$ cat config.mk
export PLATFORM = sky130hd
export DESIGN_NAME = md5_stream_hasher
export DESIGN_NICKNAME = d
export VERILOG_FILES = /design/src/md5_pkg.sv /design/src/md5_front.sv /design/src/md5_compress.sv /design/src/md5_back.sv /design/src/md5_stream_hasher.sv
export SDC_FILE = /design/constraint.sdc
export NUM_CORES = 2
export LEC_CHECK = 0
export ABC_AREA = 1
export BUFFER_PORTS_ARGS = -buffer_cell sky130_fd_sc_hd__clkbuf_2
export CORE_MARGIN = 3
export CORE_UTILIZATION = 55
export DETAILED_ROUTE_END_ITERATION = 7
export PLACE_DENSITY_LB_ADDON = 0.3
export SYNTH_ARGS = -nofsm -noshare
export SYNTH_HDL_FRONTEND = slang
export SYNTH_SLANG_ARGS = --single-unit
$ cat constraint.sdc
create_clock -name clk_i -period 12.1 [get_ports clk_i]
set_input_delay 1.21 -clock clk_i [delete_from_list [all_inputs] [get_ports clk_i]]
set_output_delay 1.21 -clock clk_i [all_outputs]
set_load 0.005 [all_outputs]
$ cat src/md5_pkg.sv
// ----------------------------------------------------------------------------
// md5_pkg: shared types, constants and a helper function for the MD5 hasher
// Holds the queue entry type, the control and status structs between the
// back end and the compression engine, and the MD5 constant tables.
// ----------------------------------------------------------------------------
package md5_pkg;

  // Default depth of the word queue between front and back end.
  localparam int unsigned QueueDepth = 4;

  // Largest number of message bytes that one word carries.
  localparam logic [2:0] MaxBytes = 3'd4;

  // One classified message word as it waits in the queue.
  typedef struct packed {
    logic [31:0] word;
    logic [2:0]  nbytes;
    logic        fin;
  } md5_item_t;

  // Commands from the back end to the compression engine.
  typedef struct packed {
    logic start;  // load working words and run 64 steps
    logic init;   // return the chaining words to the initial values
  } cmp_ctrl_t;

  // Status from the compression engine to the back end.
  typedef struct packed {
    logic       busy;
    logic       done;    // chaining words take the new sum at this edge
    logic [3:0] rd_idx;  // block word the engine reads this cycle
  } cmp_stat_t;

  // Initial chaining words; entry 0 is A.
  localparam logic [3:0][31:0] Iv = {
    32'h10325476, 32'h98badcfe, 32'hefcdab89, 32'h67452301
  };

  // Round codes taken from the top two bits of the step number.
  localparam logic [1:0] RoundF = 2'd0;
  localparam logic [1:0] RoundG = 2'd1;
  localparam logic [1:0] RoundH = 2'd2;
  localparam logic [1:0] RoundI = 2'd3;

  // Additive constants, one per step.
  localparam logic [31:0] SineTab [64] = '{
    32'hd76aa478, 32'he8c7b756, 32'h242070db, 32'hc1bdceee,
    32'hf57c0faf, 32'h4787c62a, 32'ha8304613, 32'hfd469501,
    32'h698098d8, 32'h8b44f7af, 32'hffff5bb1, 32'h895cd7be,
    32'h6b901122, 32'hfd987193, 32'ha679438e, 32'h49b40821,
    32'hf61e2562, 32'hc040b340, 32'h265e5a51, 32'he9b6c7aa,
    32'hd62f105d, 32'h02441453, 32'hd8a1e681, 32'he7d3fbc8,
    32'h21e1cde6, 32'hc33707d6, 32'hf4d50d87, 32'h455a14ed,
    32'ha9e3e905, 32'hfcefa3f8, 32'h676f02d9, 32'h8d2a4c8a,
    32'hfffa3942, 32'h8771f681, 32'h6d9d6122, 32'hfde5380c,
    32'ha4beea44, 32'h4bdecfa9, 32'hf6bb4b60, 32'hbebfbc70,
    32'h289b7ec6, 32'heaa127fa, 32'hd4ef3085, 32'h04881d05,
    32'hd9d4d039, 32'he6db99e5, 32'h1fa27cf8, 32'hc4ac5665,
    32'hf4292244, 32'h432aff97, 32'hab9423a7, 32'hfc93a039,
    32'h655b59c3, 32'h8f0ccc92, 32'hffeff47d, 32'h85845dd1,
    32'h6fa87e4f, 32'hfe2ce6e0, 32'ha3014314, 32'h4e0811a1,
    32'hf7537e82, 32'hbd3af235, 32'h2ad7d2bb, 32'heb86d391
  };

  // Rotate amounts, indexed by round and the low two step bits.
  localparam logic [4:0] RotTab [16] = '{
    5'd7, 5'd12, 5'd17, 5'd22, 5'd5, 5'd9, 5'd14, 5'd20,
    5'd4, 5'd11, 5'd16, 5'd23, 5'd6, 5'd10, 5'd15, 5'd21
  };

  // Block word that a given step consumes.
  function automatic logic [3:0] msg_index(input logic [5:0] step);
    logic [3:0] n;
    logic [3:0] g;
    n = step[3:0];
    unique case (step[5:4])
      RoundF:  g = n;
      RoundG:  g = (n << 2) + n + 4'd1;
      RoundH:  g = (n << 1) + n + 4'd5;
      RoundI:  g = (n << 3) - n;
      default: g = n;
    endcase
    return g;
  endfunction

endpackage

$ cat src/md5_front.sv
// ----------------------------------------------------------------------------
// md5_front: input acceptance and word queue
// Takes message words from the input channel, clamps the byte count and
// holds the classified words in a short queue for the back end.
// ----------------------------------------------------------------------------
module md5_front #(
  parameter int unsigned DEPTH = md5_pkg::QueueDepth
) (
  input  logic              clk_i,
  input  logic              rst_ni,
  input  logic              in_valid_i,
  output logic              in_ready_o,
  input  logic [31:0]       message_word_i,
  input  logic [2:0]        valid_bytes_i,
  input  logic              final_word_i,
  output logic              q_valid_o,
  output md5_pkg::md5_item_t q_item_o,
  input  logic              q_pop_i
);

  localparam int unsigned PtrW = (DEPTH > 1) ? $clog2(DEPTH) : 1;
  localparam int unsigned CntW = $clog2(DEPTH + 1);
  localparam logic [PtrW-1:0] LastPtr = PtrW'(DEPTH - 1);
  localparam logic [CntW-1:0] DepthCnt = CntW'(DEPTH);

  md5_pkg::md5_item_t mem_q [DEPTH];
  md5_pkg::md5_item_t item;
  logic [PtrW-1:0] wr_ptr_q, wr_ptr_d, rd_ptr_q, rd_ptr_d;
  logic [CntW-1:0] count_q, count_d;
  logic push;

  // Classify the incoming word: byte counts above four mean a full word.
  always_comb begin
    item.word   = message_word_i;
    item.nbytes = (valid_bytes_i > md5_pkg::MaxBytes) ? md5_pkg::MaxBytes : valid_bytes_i;
    item.fin    = final_word_i;
  end

  assign in_ready_o = (count_q != DepthCnt);
  assign push       = in_valid_i && in_ready_o;
  assign q_valid_o  = (count_q != '0);
  assign q_item_o   = mem_q[rd_ptr_q];

  // Pointer and fill count update.
  always_comb begin
    wr_ptr_d = wr_ptr_q;
    rd_ptr_d = rd_ptr_q;
    count_d  = count_q;
    if (push) begin
      wr_ptr_d = (wr_ptr_q == LastPtr) ? '0 : wr_ptr_q + PtrW'(1);
    end
    if (q_pop_i) begin
      rd_ptr_d = (rd_ptr_q == LastPtr) ? '0 : rd_ptr_q + PtrW'(1);
    end
    if (push && !q_pop_i) begin
      count_d = count_q + CntW'(1);
    end else if (!push && q_pop_i) begin
      count_d = count_q - CntW'(1);
    end
  end

  always_ff @(posedge clk_i or negedge rst_ni) begin
    if (!rst_ni) begin
      wr_ptr_q <= '0;
      rd_ptr_q <= '0;
      count_q  <= '0;
    end else begin
      wr_ptr_q <= wr_ptr_d;
      rd_ptr_q <= rd_ptr_d;
      count_q  <= count_d;
    end
  end

  // Queue storage.
  always_ff @(posedge clk_i) begin
    if (push) begin
      mem_q[wr_ptr_q] <= item;
    end
  end

`ifndef SYNTHESIS
  a_pop_not_empty : assert property (@(posedge clk_i) disable iff (!rst_ni)
    q_pop_i |-> q_valid_o)
    else $error("queue popped while empty");

  a_empty_ptrs : assert property (@(posedge clk_i) disable iff (!rst_ni)
    (count_q == '0) |-> (wr_ptr_q == rd_ptr_q))
    else $error("empty queue with unequal pointers");

  a_push_counts : assert property (@(posedge clk_i) disable iff (!rst_ni)
    (push && !q_pop_i) |=> (count_q == $past(count_q) + CntW'(1)))
    else $error("queue count missed a transfer");
`endif

endmodule

$ cat src/md5_compress.sv
// ----------------------------------------------------------------------------
// md5_compress: 64-step MD5 compression engine
// Holds the chaining words and runs one compression step per cycle over the
// block words that the back end supplies, then adds the result back.
// ----------------------------------------------------------------------------
module md5_compress (
  input  logic                    clk_i,
  input  logic                    rst_ni,
  input  md5_pkg::cmp_ctrl_t      ctrl_i,
  input  logic [31:0]             blk_word_i,
  output md5_pkg::cmp_stat_t      stat_o,
  output logic [3:0][31:0]        chain_o
);

  localparam logic [5:0] LastStep = 6'd63;

  logic [3:0][31:0] chain_q;
  logic [31:0] a_q, b_q, c_q, d_q, km_q, km_d;
  logic [5:0]  step_q, next_step;
  logic        run_q, add_q;
  logic [31:0] fval, tsum, b_new;
  logic [63:0] rot_w;
  logic [4:0]  rot_amt;

  // Round function, sum and rotate for the current step.
  always_comb begin
    unique case (step_q[5:4])
      md5_pkg::RoundF: fval = (b_q & c_q) | (~b_q & d_q);
      md5_pkg::RoundG: fval = (d_q & b_q) | (~d_q & c_q);
      md5_pkg::RoundH: fval = b_q ^ c_q ^ d_q;
      md5_pkg::RoundI: fval = c_q ^ (b_q | ~d_q);
      default:         fval = b_q ^ c_q ^ d_q;
    endcase
    tsum    = a_q + fval + km_q;
    rot_amt = md5_pkg::RotTab[{step_q[5:4], step_q[1:0]}];
    rot_w   = {tsum, tsum} << rot_amt;
    b_new   = b_q + rot_w[63:32];
  end

  // Constant plus message word for the following step, registered ahead.
  assign next_step = run_q ? step_q + 6'd1 : 6'd0;
  assign km_d      = md5_pkg::SineTab[next_step] + blk_word_i;

  assign stat_o.busy   = run_q | add_q;
  assign stat_o.done   = add_q;
  assign stat_o.rd_idx = md5_pkg::msg_index(next_step);
  assign chain_o       = chain_q;

  // Step sequencing and chaining words.
  always_ff @(posedge clk_i or negedge rst_ni) begin
    if (!rst_ni) begin
      run_q   <= 1'b0;
      add_q   <= 1'b0;
      step_q  <= '0;
      chain_q <= md5_pkg::Iv;
    end else begin
      add_q <= !ctrl_i.start && run_q && (step_q == LastStep);
      if (ctrl_i.start) begin
        run_q  <= 1'b1;
        step_q <= '0;
      end else if (run_q) begin
        step_q <= step_q + 6'd1;
        if (step_q == LastStep) begin
          run_q <= 1'b0;
        end
      end
      if (ctrl_i.init) begin
        chain_q <= md5_pkg::Iv;
      end else if (add_q) begin
        chain_q[0] <= chain_q[0] + a_q;
        chain_q[1] <= chain_q[1] + b_q;
        chain_q[2] <= chain_q[2] + c_q;
        chain_q[3] <= chain_q[3] + d_q;
      end
    end
  end

  // Working words.
  always_ff @(posedge clk_i) begin
    if (ctrl_i.start) begin
      a_q  <= chain_q[0];
      b_q  <= chain_q[1];
      c_q  <= chain_q[2];
      d_q  <= chain_q[3];
      km_q <= km_d;
    end else if (run_q) begin
      a_q  <= d_q;
      b_q  <= b_new;
      c_q  <= b_q;
      d_q  <= c_q;
      km_q <= km_d;
    end
  end

endmodule

$ cat src/md5_back.sv
// ----------------------------------------------------------------------------
// md5_back: block assembly, padding and digest output
// Packs queued bytes into the 16-word block, starts compressions, applies
// the final padding and length, and hands out the four digest words.
// ----------------------------------------------------------------------------
module md5_back (
  input  logic               clk_i,
  input  logic               rst_ni,
  input  logic               q_valid_i,
  input  md5_pkg::md5_item_t q_item_i,
  output logic               q_pop_o,
  output logic               out_valid_o,
  input  logic               out_ready_i,
  output logic [31:0]        digest_word_o,
  output logic [1:0]         word_position_o,
  output logic               digest_done_o
);

  localparam logic [1:0] S_FILL = 2'd0;
  localparam logic [1:0] S_ZERO = 2'd1;
  localparam logic [1:0] S_COMP = 2'd2;
  localparam logic [1:0] S_OUT  = 2'd3;

  localparam logic [6:0]  BlockBytes = 7'd64;
  localparam logic [5:0]  LenPos     = 6'd56;
  localparam logic [31:0] PadByte    = 32'h0000_0080;
  localparam logic [1:0]  LastWord   = 2'd3;

  logic [1:0]  state_q, state_d, ret_q, ret_d;
  logic [5:0]  fill_q, fill_d;
  logic [31:0] pend_q, pend_d;
  logic [2:0]  npend_q, npend_d;
  logic        fin_q, fin_d, pad_q, pad_d;
  logic [63:0] len_q, len_d;
  logic [1:0]  oidx_q, oidx_d;
  logic        out_valid_q, out_done_q, out_load;
  logic [31:0] out_word_q;
  logic [1:0]  out_pos_q;

  logic [31:0] blk_q [16];
  logic [3:0]  blk_be [16];
  logic [31:0] blk_wd [16];

  logic [31:0] ins_data;
  logic [2:0]  ins_n, ins_m;
  logic [6:0]  ins_lim, room, fill_sum;
  logic [3:0]  bmask, lo, hi;
  logic [63:0] wide_data;
  logic [7:0]  wide_be;
  logic        ins_we, len_we;

  md5_pkg::cmp_ctrl_t cmp_ctrl;
  md5_pkg::cmp_stat_t cmp_stat;
  logic [3:0][31:0]   chain;

  md5_compress u_compress (
    .clk_i      (clk_i),
    .rst_ni     (rst_ni),
    .ctrl_i     (cmp_ctrl),
    .blk_word_i (blk_q[cmp_stat.rd_idx]),
    .stat_o     (cmp_stat),
    .chain_o    (chain)
  );

  // Byte insertion: how many bytes fit, and where they land in the block.
  always_comb begin
    ins_data = pend_q;
    ins_n    = npend_q;
    ins_lim  = BlockBytes;
    if (state_q == S_ZERO) begin
      ins_data = '0;
      ins_n    = md5_pkg::MaxBytes;
      ins_lim  = (fill_q <= LenPos) ? {1'b0, LenPos} : BlockBytes;
    end
    room      = ins_lim - {1'b0, fill_q};
    ins_m     = ({4'b0, ins_n} > room) ? room[2:0] : ins_n;
    bmask     = 4'((5'd1 << ins_m) - 5'd1);
    wide_data = {32'b0, ins_data} << {fill_q[1:0], 3'b000};
    wide_be   = {4'b0, bmask} << fill_q[1:0];
    fill_sum  = {1'b0, fill_q} + {4'b0, ins_m};
    lo        = fill_q[5:2];
    hi        = lo + 4'd1;
  end

  // Byte enables per block word; a transfer may straddle two words.
  always_comb begin
    for (int j = 0; j < 16; j++) begin
      blk_be[j] = '0;
      blk_wd[j] = wide_data[31:0];
      if (ins_we) begin
        if (4'(j) == lo) begin
          blk_be[j] = wide_be[3:0];
        end else if (4'(j) == hi) begin
          blk_be[j] = wide_be[7:4];
          blk_wd[j] = wide_data[63:32];
        end
      end
    end
  end

  // Sequencer.
  always_comb begin
    state_d  = state_q;
    ret_d    = ret_q;
    fill_d   = fill_q;
    pend_d   = pend_q;
    npend_d  = npend_q;
    fin_d    = fin_q;
    pad_d    = pad_q;
    len_d    = len_q;
    oidx_d   = oidx_q;
    ins_we   = 1'b0;
    len_we   = 1'b0;
    q_pop_o  = 1'b0;
    out_load = 1'b0;
    cmp_ctrl = '0;
    unique case (state_q)
      S_FILL: begin
        if (npend_q != '0) begin
          ins_we  = 1'b1;
          pend_d  = pend_q >> {ins_m, 3'b000};
          npend_d = npend_q - ins_m;
          if (fill_sum == BlockBytes) begin
            fill_d         = '0;
            cmp_ctrl.start = 1'b1;
            ret_d          = S_FILL;
            state_d        = S_COMP;
          end else begin
            fill_d = fill_sum[5:0];
          end
        end else if (fin_q && !pad_q) begin
          pend_d  = PadByte;
          npend_d = 3'd1;
          pad_d   = 1'b1;
        end else if (fin_q) begin
          state_d = S_ZERO;
        end
        // Take the next word once the current one is used up.
        if (!fin_q && q_valid_i &&
            (npend_q == '0 || (ins_m == npend_q && fill_sum != BlockBytes))) begin
          q_pop_o = 1'b1;
          pend_d  = q_item_i.word;
          npend_d = q_item_i.nbytes;
          fin_d   = q_item_i.fin;
          len_d   = len_q + {58'b0, q_item_i.nbytes, 3'b000};
        end
      end
      S_ZERO: begin
        if (fill_q == LenPos) begin
          len_we         = 1'b1;
          fill_d         = '0;
          cmp_ctrl.start = 1'b1;
          ret_d          = S_OUT;
          state_d        = S_COMP;
        end else begin
          ins_we = 1'b1;
          if (fill_sum == BlockBytes) begin
            fill_d         = '0;
            cmp_ctrl.start = 1'b1;
            ret_d          = S_ZERO;
            state_d        = S_COMP;
          end else begin
            fill_d = fill_sum[5:0];
          end
        end
      end
      S_COMP: begin
        if (cmp_stat.done) begin
          state_d = ret_q;
        end
      end
      S_OUT: begin
        if (!out_valid_q || out_ready_i) begin
          out_load = 1'b1;
          oidx_d   = oidx_q + 2'd1;
          if (oidx_q == LastWord) begin
            cmp_ctrl.init = 1'b1;
            len_d         = '0;
            fill_d        = '0;
            fin_d         = 1'b0;
            pad_d         = 1'b0;
            npend_d       = '0;
            state_d       = S_FILL;
          end
        end
      end
      default: state_d = S_FILL;
    endcase
  end

  always_ff @(posedge clk_i or negedge rst_ni) begin
    if (!rst_ni) begin
      state_q     <= S_FILL;
      ret_q       <= S_FILL;
      fill_q      <= '0;
      npend_q     <= '0;
      fin_q       <= 1'b0;
      pad_q       <= 1'b0;
      len_q       <= '0;
      oidx_q      <= '0;
      out_valid_q <= 1'b0;
    end else begin
      state_q <= state_d;
      ret_q   <= ret_d;
      fill_q  <= fill_d;
      npend_q <= npend_d;
      fin_q   <= fin_d;
      pad_q   <= pad_d;
      len_q   <= len_d;
      oidx_q  <= oidx_d;
      if (out_load) begin
        out_valid_q <= 1'b1;
      end else if (out_ready_i) begin
        out_valid_q <= 1'b0;
      end
    end
  end

  // Pending bytes and output payload.
  always_ff @(posedge clk_i) begin
    pend_q <= pend_d;
    if (out_load) begin
      out_word_q <= chain[oidx_q];
      out_pos_q  <= oidx_q;
      out_done_q <= (oidx_q == LastWord);
    end
  end

  // Block buffer with byte writes; the length goes into the last two words.
  always_ff @(posedge clk_i) begin
    for (int j = 0; j < 16; j++) begin
      for (int k = 0; k < 4; k++) begin
        if (blk_be[j][k]) begin
          blk_q[j][8*k +: 8] <= blk_wd[j][8*k +: 8];
        end
      end
    end
    if (len_we) begin
      blk_q[14] <= len_q[31:0];
      blk_q[15] <= len_q[63:32];
    end
  end

  assign out_valid_o     = out_valid_q;
  assign digest_word_o   = out_word_q;
  assign word_position_o = out_pos_q;
  assign digest_done_o   = out_done_q;

`ifndef SYNTHESIS
  a_engine_in_comp : assert property (@(posedge clk_i) disable iff (!rst_ni)
    cmp_stat.busy |-> (state_q == S_COMP))
    else $error("compression running outside the wait state");

  a_done_last : assert property (@(posedge clk_i) disable iff (!rst_ni)
    (out_valid_o && digest_done_o) |-> (word_position_o == LastWord))
    else $error("digest end flag on a word other than D");

  a_out_clean : assert property (@(posedge clk_i) disable iff (!rst_ni)
    (state_q == S_OUT) |-> (fill_q == '0 && npend_q == '0))
    else $error("digest output with bytes still pending");

  a_pad_final : assert property (@(posedge clk_i) disable iff (!rst_ni)
    pad_q |-> fin_q)
    else $error("padding started without a final word");
`endif

endmodule

$ cat src/md5_stream_hasher.sv
// ----------------------------------------------------------------------------
// md5_stream_hasher: streaming MD5 digest engine
// Front end and word queue feeding the block assembly and compression back
// end.
// ----------------------------------------------------------------------------
// Message words enter as 32-bit little-endian words carrying 0 to 4 bytes;
// a word marked final closes the message and yields four digest words A, B,
// C and D (D flagged as the last), after which the state returns to the
// initial values. Every completed 64-byte block holds the back end in the
// compression engine for its 64 steps, at one per cycle, and the final
// addition. A final word adds padding and length insertion, one or two
// compressions, and four digest transfers. The input queue of QUEUE_DEPTH
// words keeps accepting, until it is full, while the back end compresses.
// No clearing pass follows reset.
module md5_stream_hasher #(
  parameter int unsigned QUEUE_DEPTH = md5_pkg::QueueDepth
) (
  input  logic        clk_i,
  input  logic        rst_ni,
  input  logic        in_valid_i,
  output logic        in_ready_o,
  input  logic [31:0] message_word_i,
  input  logic [2:0]  valid_bytes_i,
  input  logic        final_word_i,
  output logic        out_valid_o,
  input  logic        out_ready_i,
  output logic [31:0] digest_word_o,
  output logic [1:0]  word_position_o,
  output logic        digest_done_o
);

  logic               q_valid;
  logic               q_pop;
  md5_pkg::md5_item_t q_item;

  // Input acceptance and queue.
  md5_front #(
    .DEPTH (QUEUE_DEPTH)
  ) u_front (
    .clk_i          (clk_i),
    .rst_ni         (rst_ni),
    .in_valid_i     (in_valid_i),
    .in_ready_o     (in_ready_o),
    .message_word_i (message_word_i),
    .valid_bytes_i  (valid_bytes_i),
    .final_word_i   (final_word_i),
    .q_valid_o      (q_valid),
    .q_item_o       (q_item),
    .q_pop_i        (q_pop)
  );

  // Block assembly, compression and digest output.
  md5_back u_back (
    .clk_i           (clk_i),
    .rst_ni          (rst_ni),
    .q_valid_i       (q_valid),
    .q_item_i        (q_item),
    .q_pop_o         (q_pop),
    .out_valid_o     (out_valid_o),
    .out_ready_i     (out_ready_i),
    .digest_word_o   (digest_word_o),
    .word_position_o (word_position_o),
    .digest_done_o   (digest_done_o)
  );

endmodule
Yosys cells after proc, flatten, opt, wreduce, memory -nomap -nowiden:

Memory sizes are Yosys's and may differ from the RTL's.
Cells that the tools add are included.

* shift-type cells: 5
* add/subtract/negate cells: 25
* reductions and logical operators: 55
* eq/ne operators: 60
* magnitude comparators: 6
* mux-type cells: 372
* bitwise logic cells: 22

Operator list (count)
* two-way mux 32 bit: 79
* OR reduction 32 bit: 14
* two-way mux 4 bit: 76
* adder 32 bit: 8
* two-way mux 128 bit: 2
* two-way mux 64 bit: 3
* two-way mux 1 bit: 156
* AND 32 bit: 4
* case mux 32 bit (4 select lines): 1
* case mux 64 bit (2 select lines): 1
* OR 32 bit: 3
* XOR 32 bit: 3
* adder 64 x 6 -> 64 bit: 1
* binary-select mux 32 bit (select 2 bit): 1
* equality test 4 bit, first input constant: 16
* two-way mux 8 bit: 8
* NOT 32 bit: 2
* << shifter 32 x 5 -> 64 bit: 1
* << shifter 64 x 5 -> 64 bit: 1
* two-way mux 6 bit: 8
* equality test 3 x 4 -> 1 bit, first input constant: 8
* >> shifter 32 x 6 -> 32 bit: 1
* two-way mux 3 bit: 10
* two-way mux 2 bit: 14
* other kinds (56): 124

* register bits: 452
* ROM bits: 2128
* RAM bits: 656
* input port bits: 40
* output and inout port bits: 37
* memories: 4

Memory list
* (no name shown): words 64, width 32, read ports 1, clocked after memory_dff 0, wr ports 0, RTL line md5_compress.sv:42 `assign km_d = md5_pkg::SineTab[next_step] + blk_word_i;`
* u_back.blk_q: words 16, width 32, read ports 1, clocked after memory_dff 0, wr ports 2, RTL line md5_back.sv:40 `logic [31:0] blk_q [16];`
* u_front.mem_q: words 4, width 36, read ports 1, clocked after memory_dff 0, wr ports 1, RTL line md5_front.sv:26 `md5_pkg::md5_item_t mem_q [DEPTH];`
* (no name shown): words 16, width 5, read ports 1, clocked after memory_dff 0, wr ports 0, RTL line md5_compress.sv:35 `rot_amt = md5_pkg::RotTab[{step_q[5:4], step_q[1:0]}];`

Depth between registers and ports, before layout:

* depth after elaboration: 22
* gate-level depth with buffers: 42
* gate-level depth less buffers: 42

Modules after synthesis:

From an unflattened synthesis, not the netlist that was laid out.

* cells, all modules: 9130
* area total of the unflattened synthesis: 73560.6 sq um

By module, submodules not included
* md5_back: area an instance 36671.4 sq um, cells each 4200, seq. area each 19363.6 sq um, times used 1
* md5_compress: area an instance 30454.2 sq um, cells each 4448, seq. area each 8287.9 sq um, times used 1
* md5_front: area an instance 6434.9 sq um, cells each 482, seq. area each 4499.3 sq um, times used 1

Least setup slack after synthesis:

OpenSTA, ideal clock, no wires.

* path type: register to register
* from: register u_back.fill_q[1]
* to: register u_back.u_compress.a_q[0], enable pin
* data arrival time: 7707 ps
* clock period less this slack: 9043 ps
* required time: 10765 ps
* setup time: 1335 ps
* cell stages (with the launch flop): 27
* setup slack: 3057 ps
* path buffers: 6
* cells stage by stage: dfrtp_1 -> buf_2 -> inv_2 -> clkbuf_1 -> clkbuf_1 -> clkbuf_1 -> ha_1 -> nor2_1 -> nor2_1 -> inv_1 -> ha_1 -> nand3_1 -> o21ai_0 -> nor4b_4 -> nand2_2 -> o21ai_2 -> inv_2 -> ha_1 -> fa_1 -> a21oi_1 -> nor2_1 -> nand3_1 -> nand2_1 -> nand2_1 -> clkbuf_1 -> clkbuf_1 -> nand2_1

* cells in the longest elaborated chain, start to end: 12
* elaborated cells between the ends (all ways): 14

RTL lines
* from (decl): RTL line md5_back.sv:30 `logic [5:0] fill_q, fill_d;`
* from (signal assigned): RTL line md5_back.sv:205 `fill_q <= fill_d;`
* less-or-equal comparator 6 bit: RTL line md5_back.sv:73 `ins_lim = (fill_q <= LenPos) ? {1'b0, LenPos} : BlockBytes;`
* two-way mux 7 bit: RTL line md5_back.sv:73
* two-way mux 7 bit: RTL line md5_back.sv:70 `if (state_q == S_ZERO) begin`
* subtractor 7 x 6 -> 7 bit: RTL line md5_back.sv:75 `room = ins_lim - {1'b0, fill_q};`
* > comparator 3 x 7 -> 1 bit: RTL line md5_back.sv:76 `ins_m = ({4'b0, ins_n} > room) ? room[2:0] : ins_n;`
* two-way mux 3 bit: RTL line md5_back.sv:76
* adder 6 x 3 -> 7 bit: RTL line md5_back.sv:80 `fill_sum = {1'b0, fill_q} + {4'b0, ins_m};`
* equality test 7 bit: RTL line md5_back.sv:123, md5_back.sv:157
* two-way mux 1 bit: RTL line md5_back.sv:123, md5_back.sv:157
* two-way mux 1 bit, on equally long branches: RTL line md5_back.sv:149, md5_back.sv:119
* case mux 1 bit (2 select lines) *: RTL line md5_back.sv:117 `unique case (state_q)`
* nonzero test 2 bit (no line) *
* to (signal assigned): RTL line md5_compress.sv:81 `a_q <= chain_q[0];`
* to (signal assigned): RTL line md5_compress.sv:87 `a_q <= d_q;`
* to (decl): RTL line md5_compress.sv:18 `logic [31:0] a_q, b_q, c_q, d_q, km_q, km_d;`

Every way passes the cells marked *; elsewhere a longest branch is shown, timed or not.
A chain may end at the register's enable or synchronous reset.

Worst setup path after layout:

* from: register u_back.u_compress.step_q[0]
* to: register u_back.u_compress.km_q[25], data pin

* cells in the longest elaborated chain, start to end: 9
* elaborated cells between the ends (all ways): 20

RTL lines
* from (decl): RTL line md5_compress.sv:19 `logic [5:0] step_q, next_step;`
* from (signal assigned): RTL line md5_compress.sv:62 `step_q <= step_q + 6'd1;`
* adder 6 x 1 -> 6 bit *: RTL line md5_compress.sv:41 `assign next_step = run_q ? step_q + 6'd1 : 6'd0;`
* two-way mux 6 bit *: RTL line md5_compress.sv:41
* adder 4 bit (tied with other cells): RTL line md5_pkg.sv:79 `RoundH: g = (n << 1) + n + 4'd5;`
* adder 4 x 3 -> 4 bit (tied with other cells): RTL line md5_pkg.sv:79
* case mux 4 bit (4 select lines) or two-way mux 32 bit (tied branches): RTL line md5_pkg.sv:76, md5_compress.sv:42
* memory read (16 x 32 bit) or two-way mux 32 bit (tied branches)
* adder 32 bit *: RTL line md5_compress.sv:42
* named net u_back.u_compress.km_d[25]: RTL line md5_compress.sv:18
* two-way mux 32 bit: RTL line md5_compress.sv:86 `end else if (run_q) begin`
* two-way mux 32 bit *: RTL line md5_compress.sv:80 `if (ctrl_i.start) begin`
* to (signal assigned): RTL line md5_compress.sv:85 `km_q <= km_d;`
* to (signal assigned): RTL line md5_compress.sv:91 `km_q <= km_d;`
* to (decl): RTL line md5_compress.sv:18

The timed path passes the listed nets; every way through them passes the cells marked *. The select of a mux whose other input is x is not followed.

==> summary.md <==
| Metric | Value |
|---|---|
| Async set or reset register ratio after synthesis | `20.1%` |
| Number of enable flip-flop cells after synthesis | `883` |
| Final HPWL DP | `180000 um` |
| Largest net degree at the start of global routing | `121` |
| Overall Global Routing Usage | `36.4%` |
| Worst Skew | `0.0973 ns` |
| Yosys warning count | `0` |
| Area delta synth->final | `8.10%` |
| WL/cell | `23.5 um` |
| RSZ-0062 raised after global routing | `false` |
| CTS tree | `built` |
| Failing checks | `DRC` |
| Final Hold Fails | `0` |
| Clk Latency, worst-skew pair | `0.80 ns` |
| Total power | `8.30 mW` |
| Core Region | `0.130 mm2` |
| Die ar. | `0.135 mm2` |
| Overflow after GRT | `0` |
| Die width | `368 um` |
| Min-Delay Path Class | `in2async` |
| Worst-Margin Slew | `1.22 ns` |
| Synth area leaders | `edfxtp_1, nand2_1, o21ai_0` |
| PwrDens | `107 mW/mm2` |
| Arrival time of the worst setup path | `8.84 ns` |
| Worst R2R End | `u_back.u_compress.km_q[25]$_DFFE_PP_` |
| Drt via density | `6.30` |
| Fin area | `0.0778 mm2` |
| Gate Count Post-Synth | `9103` |
| Pins Over Slew Limit | `0` |
| # fillers | `11400` |
| Row count | `132` |
| H-tree levels | `3` |
| Critical path launch point type | `register` |
| Final worst slack | `3.71 ns` |
| Register-to-Register Path Depth | `26` |
| First-pass GRT wire length | `380000 um` |
| MaxCap Viol Count | `0` |
| Sink Count | `1105` |
| Outcome | `finished with violations` |
| # IOs | `77` |
| Crit Path Class | `reg2reg` |
| Syn Nets | `9457` |
| Crit. End Element | `register` |
| Yosys top cell area share | `36.8%` |
| GP Congestion | `1.05` |
| Clock-pin slew on the worst setup and hold paths | `0.07 ns` |
| IO Port Bufs | `76` |
| Setup Viol. Count Final | `0` |
| Final nets | `9298` |
| Area after DPL | `0.0737 mm2` |
| FF-to-FF Start | `u_back.u_compress.step_q[0]$_DFFE_PN0P_` |
| WHS | `0.483 ns` |
| Initial antenna violation count | `4` |
| Via count | `67900` |
| Total CTS buffers | `117` |
| Critical Path Fanout Max | `70` |
| Critical Path RT | `12.55 ns` |
| R2r setup slk | `3.71 ns` |
| Setup Buffers After CTS | `0` |
| Initial Util | `55.5%` |
| Tcrit/Tclk final | `69.3%` |
| DR pass1 iterations | `8` |
| Residual DRC | `4` |
| Setup TNS | `0 ns` |
| Chip height | `368 um` |
| Post-CTS sizing | `0` |
| Wirelength, routed | `254000 um` |
| Register bit total from synthesis | `1105` |
| Worst slew margin | `17.7%` |
| Syn_area_per_cell | `7.91 um2` |
| Area leader, netlist | `edfxtp_1` |
| Synth Flop Type | `edfxtp_1` |
| FMAX | `119 MHz` |
| Share of post-route cells with drive strength above 1 | `6.17%` |
| Final min period | `8.39 ns` |
| Seq/Total Area, Yosys | `44.7%` |
| Iter 0 DRT Violations | `9880` |
| Synth unique cells | `71` |
| Worst IR Drop VDD | `130 uV` |
| Leak | `31.9 nW` |
| ANT nets after route | `0` |
| Pre-CTS WS | `4.02 ns` |
| Root buffer cell | `clkbuf_16` |
| Vias in the first global route | `62100` |
| Post-Syn Area | `0.0720 mm2` |
| CTS Hold Bufs | `0` |
| Longest Clk Path Bufs | `3` |
state kept, by name, indices dropped and copies added, names as in the netlist, 61 cells and up:
name	flops
u_back.len_q	61
u_back.u_compress.chain_o	128
u_front.mem_q	144
u_back.blk_q	512
cell usage in the layout (no fill, tap or decap), types with 26 or more instances in the layout:
| master | n |
|---|---|
| nand4_1 | 79 |
| nor3_1 | 72 |
| inv_1 | 774 |
| o21bai_1 | 44 |
| o221ai_1 | 51 |
| o211ai_1 | 80 |
| nor2_1 | 806 |
| a31oi_1 | 33 |
| nand2_1 | 2120 |
| clkbuf_2 | 76 |
| nand3_1 | 753 |
| o22ai_1 | 146 |
| xor2_1 | 139 |
| or2_2 | 27 |
| dfstp_2 | 64 |
| o21ai_1 | 68 |
| fa_1 | 43 |
| xnor2_1 | 64 |
| buf_4 | 124 |
| clkbuf_1 | 26 |
| o21ai_0 | 1202 |
| dfrtp_1 | 157 |
| a21oi_1 | 471 |
| ha_1 | 270 |
| edfxtp_1 | 883 |
| clkbuf_16 | 121 |
layout make-up:
type	instances	area [um2]	share of cell area, %
inverters	804	3030	3.89
diodes	2	5.00	0.00643
clock buffers	157	3260	4.19
repair buffers	201	1330	1.70
clock inverters	61	774	0.996
well taps	1742	2180	2.80
multi-input cells	6715	35100	45.1
flip-flops and latches	1105	32200	41.3
stage by stage:
stage                     instances  utilization, %
after CTS                     10800            60.0
after global placement        10600            56.9
after floorplan                9103               -
after global routing          10800            60.0
after detailed placement      10600            56.9
final                         10800            60.0
synth_stat cells, types with 64 or more instances:
cell type / number
o211ai_1: 80
xnor2_1: 64
nor3_1: 72
xor2_1: 139
buf_2: 67
o22ai_1: 146
inv_1: 778
o21ai_1: 68
dfrtp_1: 158
a21oi_1: 472
ha_1: 271
nor2_1: 828
nand4_1: 79
nand2_1: 2126
dfstp_2: 64
clkbuf_1: 355
edfxtp_1: 883
nand3_1: 754
o21ai_0: 1204
routing by layer:
| metal | track usage [%] | share of wire [%] | vias up |
|---|---|---|---|
| met5 | 0 | 0.013 | - |
| met4 | 18.7 | 6.1 | 4 |
| met3 | 6.81 | 11 | 803 |
| met2 | 55.3 | 44 | 4273 |
| met1 | 49.8 | 39 | 31900 |
| li1 | - | - | 31000 |
kinds of logic (layout without fill, tap and decap cells):
family	count (synthesis)	in the layout	synth area share [%]
fa+ha+maj	314	314	5.91
buf+inv	1283	1223	6.89
simple gates	3956	3956	22.8
mux	1	1	0.0139
compound gates	2241	2241	17.2
other cells	0	2	0
xor+xnor	203	203	2.47
flops	1105	1105	44.7
critical path, cell delays in order, from the launching register on:
cell and delay, ns:
dfrtp_1 0.50, inv_1 0.10, ha_1 0.44, nor2_2 0.58
inv_1 0.41, ha_1 0.50, inv_1 0.11, xor2_1 0.17
nand2_1 0.12, nand2_4 0.53, clkinv_2 0.98, buf_4 0.72
o21ai_0 0.22, o221ai_1 0.17, nand3_1 0.21, nand2_1 0.13
ha_1 0.36, nand2_1 0.09, inv_1 0.04, a21oi_1 0.24
o21bai_1 0.10, a21oi_1 0.29, o21ai_0 0.28, a21boi_0 0.35
o21bai_1 0.14, a21oi_1 0.20, xnor2_1 0.08
power by group:
part | total (mW) | switching (mW) | internal [mW]
clock network | 3.79 | 1.62 | 2.18
registers | 4.22 | 0.0275 | 4.19
logic | 0.289 | 0.215 | 0.0739
worst max path at each step:
stage                                                       to  cells after the start                               startpoint
after floorplan             u_back.u_compress.a_q[0]$_DFFE_PP_                     26             u_back.fill_q[1]$_DFFE_PN0P_
after detailed placement  u_back.u_compress.km_q[25]$_DFFE_PP_                     26  u_back.u_compress.step_q[0]$_DFFE_PN0P_
after global routing      u_back.u_compress.km_q[25]$_DFFE_PP_                     26  u_back.u_compress.step_q[0]$_DFFE_PN0P_
after CTS                 u_back.u_compress.km_q[25]$_DFFE_PP_                     26  u_back.u_compress.step_q[0]$_DFFE_PN0P_
after global placement    u_back.u_compress.km_q[25]$_DFFE_PP_                     26  u_back.u_compress.step_q[0]$_DFFE_PN0P_
final                     u_back.u_compress.km_q[25]$_DFFE_PP_                     26  u_back.u_compress.step_q[0]$_DFFE_PN0P_
Power figures use the tool's default switching activity.
